### config.mk
export PLATFORM = sky130hd
export DESIGN_NAME = ipv6_options_header_walker_unit
export DESIGN_NICKNAME = d
export VERILOG_FILES = /design/src/rtl/ipv6ow_pkg.sv /design/src/rtl/ipv6_options_header_walker_unit.sv /design/src/rtl/ipv6ow_step.sv
export SDC_FILE = /design/constraint.sdc
export NUM_CORES = 1
export LEC_CHECK = 0
export BUFFER_PORTS_ARGS = -buffer_cell sky130_fd_sc_hd__buf_2
export CAP_MARGIN = 20
export CORE_MARGIN = 1.5
export CORE_UTILIZATION = 35
export CTS_CLUSTER_SIZE = 8
export DETAILED_ROUTE_END_ITERATION = 8
export GPL_TIMING_DRIVEN = 0
export MAX_ROUTING_LAYER = met4
export PLACE_DENSITY = 0.55
export SLEW_MARGIN = 10
export SYNTH_ARGS = -nofsm -noshare
export SYNTH_HDL_FRONTEND = slang
export SYNTH_SLANG_ARGS = --single-unit
### constraint.sdc
create_clock -name clk -period 5.3 [get_ports clk]
set_input_delay 0.265 -clock clk [delete_from_list [all_inputs] [get_ports clk]]
set_output_delay 0.265 -clock clk [all_outputs]
set_load 0.05 [all_outputs]
### src/rtl/ipv6ow_pkg.sv
package ipv6ow_pkg;

	typedef enum logic [1:0] {
		PHASE_TYPE = 2'd0,
		PHASE_LEN  = 2'd1,
		PHASE_STOP = 2'd2
	} phase_t;

	localparam logic [1:0] VERDICT_ACCEPT  = 2'd0;
	localparam logic [1:0] VERDICT_DROP    = 2'd1;
	localparam logic [1:0] VERDICT_PROBLEM = 2'd2;

	localparam logic [7:0] ACT_MASK    = 8'hC0;
	localparam logic [7:0] ACT_PROBLEM = 8'h80;
	localparam logic [7:0] ACT_DROP    = 8'h40;

	localparam logic [11:0] WALK_START = 12'd2;

	typedef struct packed {
		logic [7:0] data_byte;
		logic       first;
		logic       packet_end;
		logic       dst_multicast;
		logic       type_claimed;
	} in_beat_t;

	typedef struct packed {
		logic [11:0] byte_position;
		logic [11:0] total_length;
		logic [7:0]  saved_nh;
		logic [11:0] walk_position;
		phase_t      walk_phase;
		logic [11:0] option_start;
		logic        multicast_flag;
		logic        finished;
		logic        pending_problem;
	} walk_state_t;

	typedef struct packed {
		logic        valid;
		logic [1:0]  verdict;
		logic [7:0]  nh_value;
		logic [11:0] header_length;
		logic [11:0] problem_offset;
	} result_t;

endpackage

### src/rtl/ipv6_options_header_walker_unit.sv
// Walks an IPv6 Hop-by-Hop or Destination Options header one byte per beat and
// gives one verdict beat per header: accept, drop, or parameter problem with the
// offset of the offending option type byte. A byte is registered on entry and
// evaluated against the walk counters, and the verdict that it decides is
// registered once more in the output register before it is driven out. The unit
// takes a new byte in every cycle; only a stalled verdict beat that is not taken
// holds up the input. The verdict comes with the header's last byte, or earlier
// as a drop when tlast marks the end of the packet before the header is complete.
module ipv6_options_header_walker_unit (
	input  logic        clk,
	input  logic        arst_n,
	input  logic        s_axis_tvalid,
	output logic        s_axis_tready,
	input  logic [7:0]  s_axis_tdata,  // data_byte[7:0]
	input  logic        s_axis_tlast,
	input  logic [2:0]  s_axis_tuser,  // first, dst_multicast, type_claimed
	output logic        m_axis_tvalid,
	input  logic        m_axis_tready,
	output logic [31:0] m_axis_tdata, // nh_value[7:0], header_length[11:0],
	                                  // problem_offset[11:0]
	output logic [1:0]  m_axis_tuser  // verdict[1:0]
);
	import ipv6ow_pkg::*;

	logic        valid_s1;
	in_beat_t    beat_s1;
	walk_state_t state_q;
	walk_state_t state_next;
	result_t     res;
	logic        out_valid_q;
	logic [1:0]  verdict_q;
	logic [31:0] out_data_q;
	logic        out_free;
	logic        advance;

	assign out_free      = !out_valid_q || m_axis_tready;
	assign advance       = valid_s1 && out_free;
	assign s_axis_tready = !valid_s1 || out_free;

	ipv6ow_step u_step (
		.beat(beat_s1),
		.cur (state_q),
		.nxt (state_next),
		.res (res)
	);

	always_ff @(posedge clk or negedge arst_n) begin
		if (!arst_n) begin
			valid_s1 <= 1'b0;
		end else if (s_axis_tready) begin
			valid_s1 <= s_axis_tvalid;
		end
	end

	always_ff @(posedge clk) begin
		if (s_axis_tready && s_axis_tvalid) begin
			beat_s1.data_byte     <= s_axis_tdata;
			beat_s1.first         <= s_axis_tuser[0];
			beat_s1.packet_end    <= s_axis_tlast;
			beat_s1.dst_multicast <= s_axis_tuser[1];
			beat_s1.type_claimed  <= s_axis_tuser[2];
		end
	end

	always_ff @(posedge clk or negedge arst_n) begin
		if (!arst_n) begin
			state_q.byte_position     <= '0;
			state_q.total_length      <= '0;
			state_q.saved_nh          <= '0;
			state_q.walk_position     <= WALK_START;
			state_q.walk_phase        <= PHASE_TYPE;
			state_q.option_start      <= '0;
			state_q.multicast_flag    <= 1'b0;
			state_q.finished          <= 1'b1;
			state_q.pending_problem   <= 1'b0;
		end else if (advance) begin
			state_q <= state_next;
		end
	end

	always_ff @(posedge clk or negedge arst_n) begin
		if (!arst_n) begin
			out_valid_q <= 1'b0;
		end else if (out_free) begin
			out_valid_q <= advance && res.valid;
		end
	end

	always_ff @(posedge clk) begin
		if (advance && res.valid) begin
			verdict_q  <= res.verdict;
			out_data_q <= {res.problem_offset, res.header_length, res.nh_value};
		end
	end

	assign m_axis_tvalid = out_valid_q;
	assign m_axis_tdata  = out_data_q;
	assign m_axis_tuser  = verdict_q;

endmodule

### src/rtl/ipv6ow_step.sv
module ipv6ow_step (
	input  ipv6ow_pkg::in_beat_t    beat,
	input  ipv6ow_pkg::walk_state_t cur,
	output ipv6ow_pkg::walk_state_t nxt,
	output ipv6ow_pkg::result_t     res
);
	import ipv6ow_pkg::*;

	logic [11:0] pos;
	logic [7:0]  act;
	logic [8:0]  len_plus_one;
	logic        at_header_end;
	logic [1:0]  verdict;
	logic [11:0] offset;
	logic        emit;

	always_comb begin
		nxt          = cur;
		emit         = 1'b0;
		verdict      = VERDICT_ACCEPT;
		offset       = '0;
		pos          = cur.byte_position;
		act          = beat.data_byte & ACT_MASK;
		len_plus_one = {1'b0, beat.data_byte} + 9'd1;
		at_header_end = 1'b0;

		if (beat.first) begin
			nxt.saved_nh          = beat.data_byte;
			nxt.multicast_flag    = beat.dst_multicast;
			nxt.byte_position     = 12'd1;
			nxt.total_length      = '0;
			nxt.walk_position     = WALK_START;
			nxt.walk_phase        = PHASE_TYPE;
			nxt.option_start      = '0;
			nxt.pending_problem   = 1'b0;
			nxt.finished          = 1'b0;
			if (beat.packet_end) begin
				emit    = 1'b1;
				verdict = VERDICT_DROP;
			end
		end else if (!cur.finished) begin
			if (pos < 12'd2) begin
				nxt.total_length = {len_plus_one, 3'b000};
			end else if (cur.walk_phase == PHASE_TYPE) begin
				if (pos == cur.walk_position) begin
					if (beat.data_byte == 8'd0) begin
						nxt.walk_position = pos + 12'd1;
					end else if (act != 8'd0 && !beat.type_claimed) begin
						nxt.option_start = pos;
						nxt.walk_phase   = PHASE_STOP;
						nxt.pending_problem = !(act == ACT_DROP ||
							(act == ACT_MASK && cur.multicast_flag));
					end else begin
						nxt.option_start = pos;
						nxt.walk_phase   = PHASE_LEN;
					end
				end
			end else if (cur.walk_phase == PHASE_LEN) begin
				nxt.walk_position = pos + 12'd1 + {4'd0, beat.data_byte};
				nxt.walk_phase    = PHASE_TYPE;
			end

			nxt.byte_position = pos + 12'd1;

			// The compare is one bit wider so that a wrapped position never matches.
			at_header_end = (pos >= 12'd1) &&
				(({1'b0, pos} + 13'd1) == {1'b0, nxt.total_length});

			if (at_header_end) begin
				emit = 1'b1;
				if (nxt.walk_phase == PHASE_LEN) begin
					verdict = VERDICT_DROP;
				end else if (nxt.walk_phase == PHASE_STOP) begin
					verdict = nxt.pending_problem ? VERDICT_PROBLEM : VERDICT_DROP;
					offset  = nxt.option_start;
				end else begin
					verdict = VERDICT_ACCEPT;
				end
			end else if (beat.packet_end) begin
				emit    = 1'b1;
				verdict = VERDICT_DROP;
			end
		end

		if (emit) begin
			nxt.finished = 1'b1;
		end

		res.valid          = emit;
		res.verdict        = verdict;
		res.nh_value       = nxt.saved_nh;
		res.header_length  = nxt.total_length;
		res.problem_offset = (verdict == VERDICT_PROBLEM) ? offset : 12'd0;
	end

endmodule
==> flow_summary.ini, run 1 <==
[power]
finalPower_w = 0.00279
max-vdd-ir-drop_mv = 0.219
p_leak_nw = 2.75
power.density_nw_per_um2 = 414

[min_path]
hold_class = in -> reg
worstHoldEndpoint = beat_s1[11]
hold-path-cell-count = 1
holdCritStartpoint = s_axis_tdata[7]

[yosys]
syn_nets = 585
synthAdderAreaFrac = 0.0312
synthCells = 555
yosysUniqueCellTypes = 57
synthXorXnorAreaFrac = 0.0658
synth-seq-cells = 109
synth_top_family_by_area = simple AND/OR/NAND/NOR gates
synth_edf_count = 46
ys_seq_area_frac = 0.505
synth_ff_type = dfrtp_1
synth-compound-area-share = 0.137
synthMuxAreaShare = 0.0688
syn_area_um2 = 5860
yosys_warnings = 0
syn_avg_cell_area_um2 = 10.6
synth-async-reset-ratio = 0.578
yosys.area_share.simple = 0.150

[detailed_routing]
antenna_left = 0
vias = 4473
drt_first_pass_iters = 6
wl_um = 14800
wl_per_cell_um = 17.5
viasPerCell = 5.29
drtIter0Drc = 389
drc = 0

[global_route]
grt_pass1_wl_um = 23900
grt.overflow.total = 0
gr-usage-all-layers = 0.180
grt_max_degree = 46
grt_pass1_vias = 4379
antenna_found_initial = 0

[final_layout]
drive_gt1_frac = 0.182
nFillCells = 1623
multi_input_area_um2 = 2660
fin_nets = 650
final_area_um2 = 6740
area_growth_pct = 15.1
ff_latch_area_um2 = 2960
antennaDiodeCount = 0

[place]
portBuffers = 51
finalWeightedCongestion = 0.937
place_area_um2 = 6440
place_ws_ns = 1.54
detailed_place_hpwl_um = 10900

[sta]
fin_ws_ns = 1.47
setup_viol = 0
setup_tns_ns = 0
slew_viol_final = 0
slew_headroom = 0.311
post-route-period-util = 0.723
min_period_ns = 3.83
tightest_slew_ns = 1.02
rsz0062_at_grt = false
max_freq_ghz = 0.261
hold_violations = 0
skew_ns = 0.00574

[worst_setup_path]
path_max_fanout = 10
ff2ff_setup_slack_ns = 1.47
cp_data_required_time_ns = 5.55
crit_top_cell = inv_1
slowest_delay_ns = 0.47
worstRegToRegCells = 13
worstReg2RegEnd = state_q[25]
path_cells = clkbuf_1 -> inv_1 -> ha_1 -> inv_1 -> fa_1 -> nor2b_1 -> o21ai_0 -> a21boi_0 -> o21a_1 -> o21bai_1 -> and2_1 -> a211o_1 -> a32o_1
cp-start-kind = flop
cp_data_arrival_time_ns = 4.09
r2r-start = state_q[50]
worstSetupPathType = reg -> reg
endpoint_kind = flop
slowest_stage = ha_1

[clocking]
cts_sinks = 109
cts_resized = 0
holdBufCountCts = 1
cts.clk_slew.worst_paths_ns = 0.07
htreeDepth = 3
cts_root_buf = clkbuf_16
clock_path_buffers = 2
numCtsBuffers = 9
cts_setup_buffers = 0
clk_latency_ns = 0.36
cts_tree = done

[flow_run]
cap_violations = 0

[floorplanning]
die_h_um = 132
die_x_um = 132
start_util = 0.356
dieArea_um2 = 17500
num_rows = 47
ioPinCount = 52
coreArea_um2 = 16500

[run_status]
outcome = finished clean
[kinds of logic (layout without fill, tap and decap cells)]
| logic type | Yosys count | in the layout |
|---|---|---|
| flops | 109 | 109 |
| mux | 38 | 38 |
| xor+xnor | 44 | 44 |
| buf+inv | 56 | 126 |
| simple gates | 171 | 171 |
| fa+ha+maj | 14 | 14 |
| compound gates | 123 | 123 |
[worst max-delay path, delay by kind of cell, from the launching register on]
| kind | cells | cell delay, ns |
|---|---|---|
| AOI/OAI and AO/OA | 6 | 1.33 |
| adders and majority gates | 2 | 0.91 |
| buffers and inverters | 3 | 0.82 |
| DFF | 1 | 0.35 |
| and+or+nand+nor | 2 | 0.32 |
[cell usage in the layout (no fill, tap or decap), types with 10 or more instances in the layout]
cell type  instances
buf_2             53
nor2_2            10
mux2_2            18
dfrtp_1           61
a21oi_1           14
clkbuf_1          23
mux2i_1           20
xnor2_1           37
edfxtp_1          46
o21ai_0           46
a22oi_1           17
nor2_1            34
inv_1             22
ha_1              13
nand2_1           53
nand3_1           12
[layer usage]
layer | track usage | share of wire | wire length [um] | up-vias
met2 | 0.266 | 0.46 | 6750 | 149
met1 | 0.240 | 0.46 | 6880 | 2181
met3 | 0.0446 | 0.060 | 885 | 22
met4 | 0.0665 | 0.021 | 310 | 0
met5 | - | 0 | 0 | -
li1 | - | - | - | 2121
[where the power goes]
| part | leakage (nW) | switching (W) | internal [W] |
|---|---|---|---|
| combinational | 1.35 | 0.000654 | 0.000378 |
| clock | 0.134 | 0.000337 | 0.000327 |
| sequential | 1.27 | 0.0000801 | 0.00102 |
[final cells by class]
class                   instances  share of cell area
plain buffers                  34              0.0240
clock buffers                   9              0.0334
clock inverters                 7             0.00873
inverters                      22              0.0123
multi-input cells             390               0.395
flip-flops and latches        109               0.439
well taps                     220              0.0408
repair buffers                 54              0.0468
[state kept, by name, summed over array words and instances, names as in the netlist]
signal / flops
beat_s1: 12
state_q: 61
m_axis_tdata: 32
m_axis_tuser: 2
valid_s1: 1
m_axis_tvalid: 1
[synth_stat cells (all sizes together), types with 9 or more instances]
cell type	number	area share
mux2	18	0.035
nand4	10	0.012
buf	11	0.013
a22oi	17	0.022
o21ai	46	0.039
xnor2	37	0.055
nand2	53	0.034
a21oi	15	0.013
inv	22	0.014
nand3	12	0.010
nor2	45	0.033
clkbuf	23	0.015
and2	9	0.0096
ha	13	0.028
mux2i	20	0.034
dfrtp	61	0.26
edfxtp	46	0.24
[stage by stage]
step | util | hold slack (ns) | instances
after floorplan | - | -0.0306 | 555
after detailed placement | 0.391 | 0.176 | 828
final | 0.409 | 0.0744 | 845
after global placement | 0.388 | 0.442 | 826
after global routing | 0.409 | 0.0590 | 845
after CTS | 0.409 | 0.0633 | 845
[worst max-delay path by stage]
stage | startpoint | to | slack, ns | cells past startpoint
floorplan | state_q[57] | m_axis_tdata[0] | 0.96 | 10
finish | state_q[50] | state_q[25] | 1.47 | 13
detailed placement | state_q[59] | m_axis_tdata[28] | 1.54 | 11
CTS | state_q[50] | state_q[25] | 1.52 | 13
global route | state_q[50] | state_q[25] | 1.26 | 13
global placement | state_q[59] | m_axis_tdata[28] | -0.25 | 10
(Power assumes the default switching activity.)
==> run 2, diff against run 1 <==
clock period = 3.9 ns   (was 5.3 ns; I/O delays follow)
==> flow_summary.ini, run 2 (synthesized netlist as in run 1, its figures left out) <==
[detailed_routing]
antenna_left = 0
drt_first_pass_iters = 5
vias = 4545
wl_per_cell_um = 17.6
drtIter0Drc = 353
wl_um = 15200
drc = 0
viasPerCell = 5.28

[clocking]
htreeDepth = 3
numCtsBuffers = 9
clk_latency_ns = 0.36
cts.clk_slew.worst_paths_ns = 0.08
cts_tree = done
cts_sinks = 109
cts_root_buf = clkbuf_16
clock_path_buffers = 2

[floorplanning]
start_util = 0.356
die_h_um = 132
coreArea_um2 = 16500
ioPinCount = 52
die_x_um = 132
num_rows = 47
dieArea_um2 = 17500

[worst_setup_path]
path_max_fanout = 25
cp-start-kind = flop
cp_data_arrival_time_ns = 3.77
endpoint_kind = flop
cp_data_required_time_ns = 3.97
worstSetupPathType = reg -> reg

[sta]
tightest_slew_ns = 1.03
min_period_ns = 3.70
setup_viol = 0
skew_ns = 0.0105
hold_violations = 0
slew_headroom = 0.309
post-route-period-util = 0.949
max_freq_ghz = 0.270
whs_ns = 0.0381
slew_viol_final = 0

[global_route]
grt_pass1_vias = 4431
antenna_found_initial = 0
grt.overflow.total = 0
grt_pass1_wl_um = 24500
gr-usage-all-layers = 0.187
grt_max_degree = 46

[power]
max-vdd-ir-drop_mv = 0.272
power.density_nw_per_um2 = 563
p_leak_nw = 2.85
finalPower_w = 0.00390

[final_layout]
final_util = 0.421
top_register = state_q
drive_gt1_frac = 0.190
largest_reg_flops = 61
multi_input_area_um2 = 2670
fin_nets = 666
nFillCells = 1622
layout_commonest_cell = dfrtp_1
final_cell_mix = dfrtp_1, nand2_1, buf_2
antennaDiodeCount = 0
area_growth_pct = 18.4
ff_latch_area_um2 = 2960

[min_path]
hold_class = in -> reg

[place]
portBuffers = 51
finalWeightedCongestion = 0.923
detailed_place_hpwl_um = 11000

[run_status]
outcome = finished clean

[flow_run]
cap_violations = 0
## run 2: metrics by stage
| step | TNS (ns) | setup slack, ns | std cells | instance area (um^2) |
|---|---|---|---|---|
| floorplan | 0 | 0.111 | 555 | 5860 |
| global placement | -27.71 | -0.820 | 826 | 6390 |
| CTS | 0 | 0.154 | 858 | 6890 |
| detailed placement | -0.0787 | -0.00591 | 828 | 6450 |
| finish | 0 | 0.199 | 861 | 6930 |
| global route | -0.0187 | -0.00496 | 861 | 6930 |
## run 2: power breakdown
group	internal (W)	leakage (nW)	switching, W	total (W)
Combinational	0.000549	1.42	0.000894	0.00144
Sequential	0.00138	1.27	0.000111	0.00149
Clock	0.000510	0.148	0.000459	0.000969
Total	0.00244	2.85	0.00146	0.00390
## run 2: routing by layer
metal | vias to the layer above | track usage | share of wire
li1 | 2159 | - | -
met1 | 2260 | 0.249 | 0.47
met2 | 111 | 0.291 | 0.48
met3 | 15 | 0.0411 | 0.042
met4 | 0 | 0.0501 | 0.011
met5 | - | - | 0
## run 2: final cells by class
cell class	count	share of cell area
flip-flops and latches	109	0.427
multi-input cells	390	0.385
repair buffers	70	0.0682
well taps	220	0.0397
clock buffers	9	0.0325
plain buffers	34	0.0236
inverters	22	0.0119
clock inverters	7	0.0117
## run 2: critical path, stage by stage, from the launching register on
cell and delay (ns):
dfrtp_1 0.36, clkbuf_1 0.28, or4_4 0.60, nor4_4 0.22
buf_4 0.18, buf_6 0.17, mux2i_1 0.32, xnor2_1 0.16
nand3_1 0.12, nor4_4 0.37, a21oi_1 0.19, nor2_4 0.21
buf_16 0.20
## run 2: final timing paths
kind	startpoint	to	slack [ns]	cells past startpoint
max	state_q[59]	m_axis_tdata[23]	0.20	12
min	s_axis_tvalid	valid_s1	0.04	2
max reg2reg	state_q[59]	m_axis_tdata[23]	0.20	12
min reg2reg	beat_s1[1]	state_q[2]	0.49	1
max in group asynchronous	arst_n	state_q[18]	3.04	3
min in group asynchronous	arst_n	state_q[42]	0.26	2
## run 2: repair_timing
| action | 4_1_cts | 5_1_grt |
|---|---|---|
| setup buffers | 2 | 2 |
| pin swaps | 1 | 1 |
| hold buffers | 12 | 1 |
| gates resized for setup | 0 | 6 |
| endpoints found under the hold margin | 29 | 1 |
| endpoints found under the setup margin | 19 | 33 |
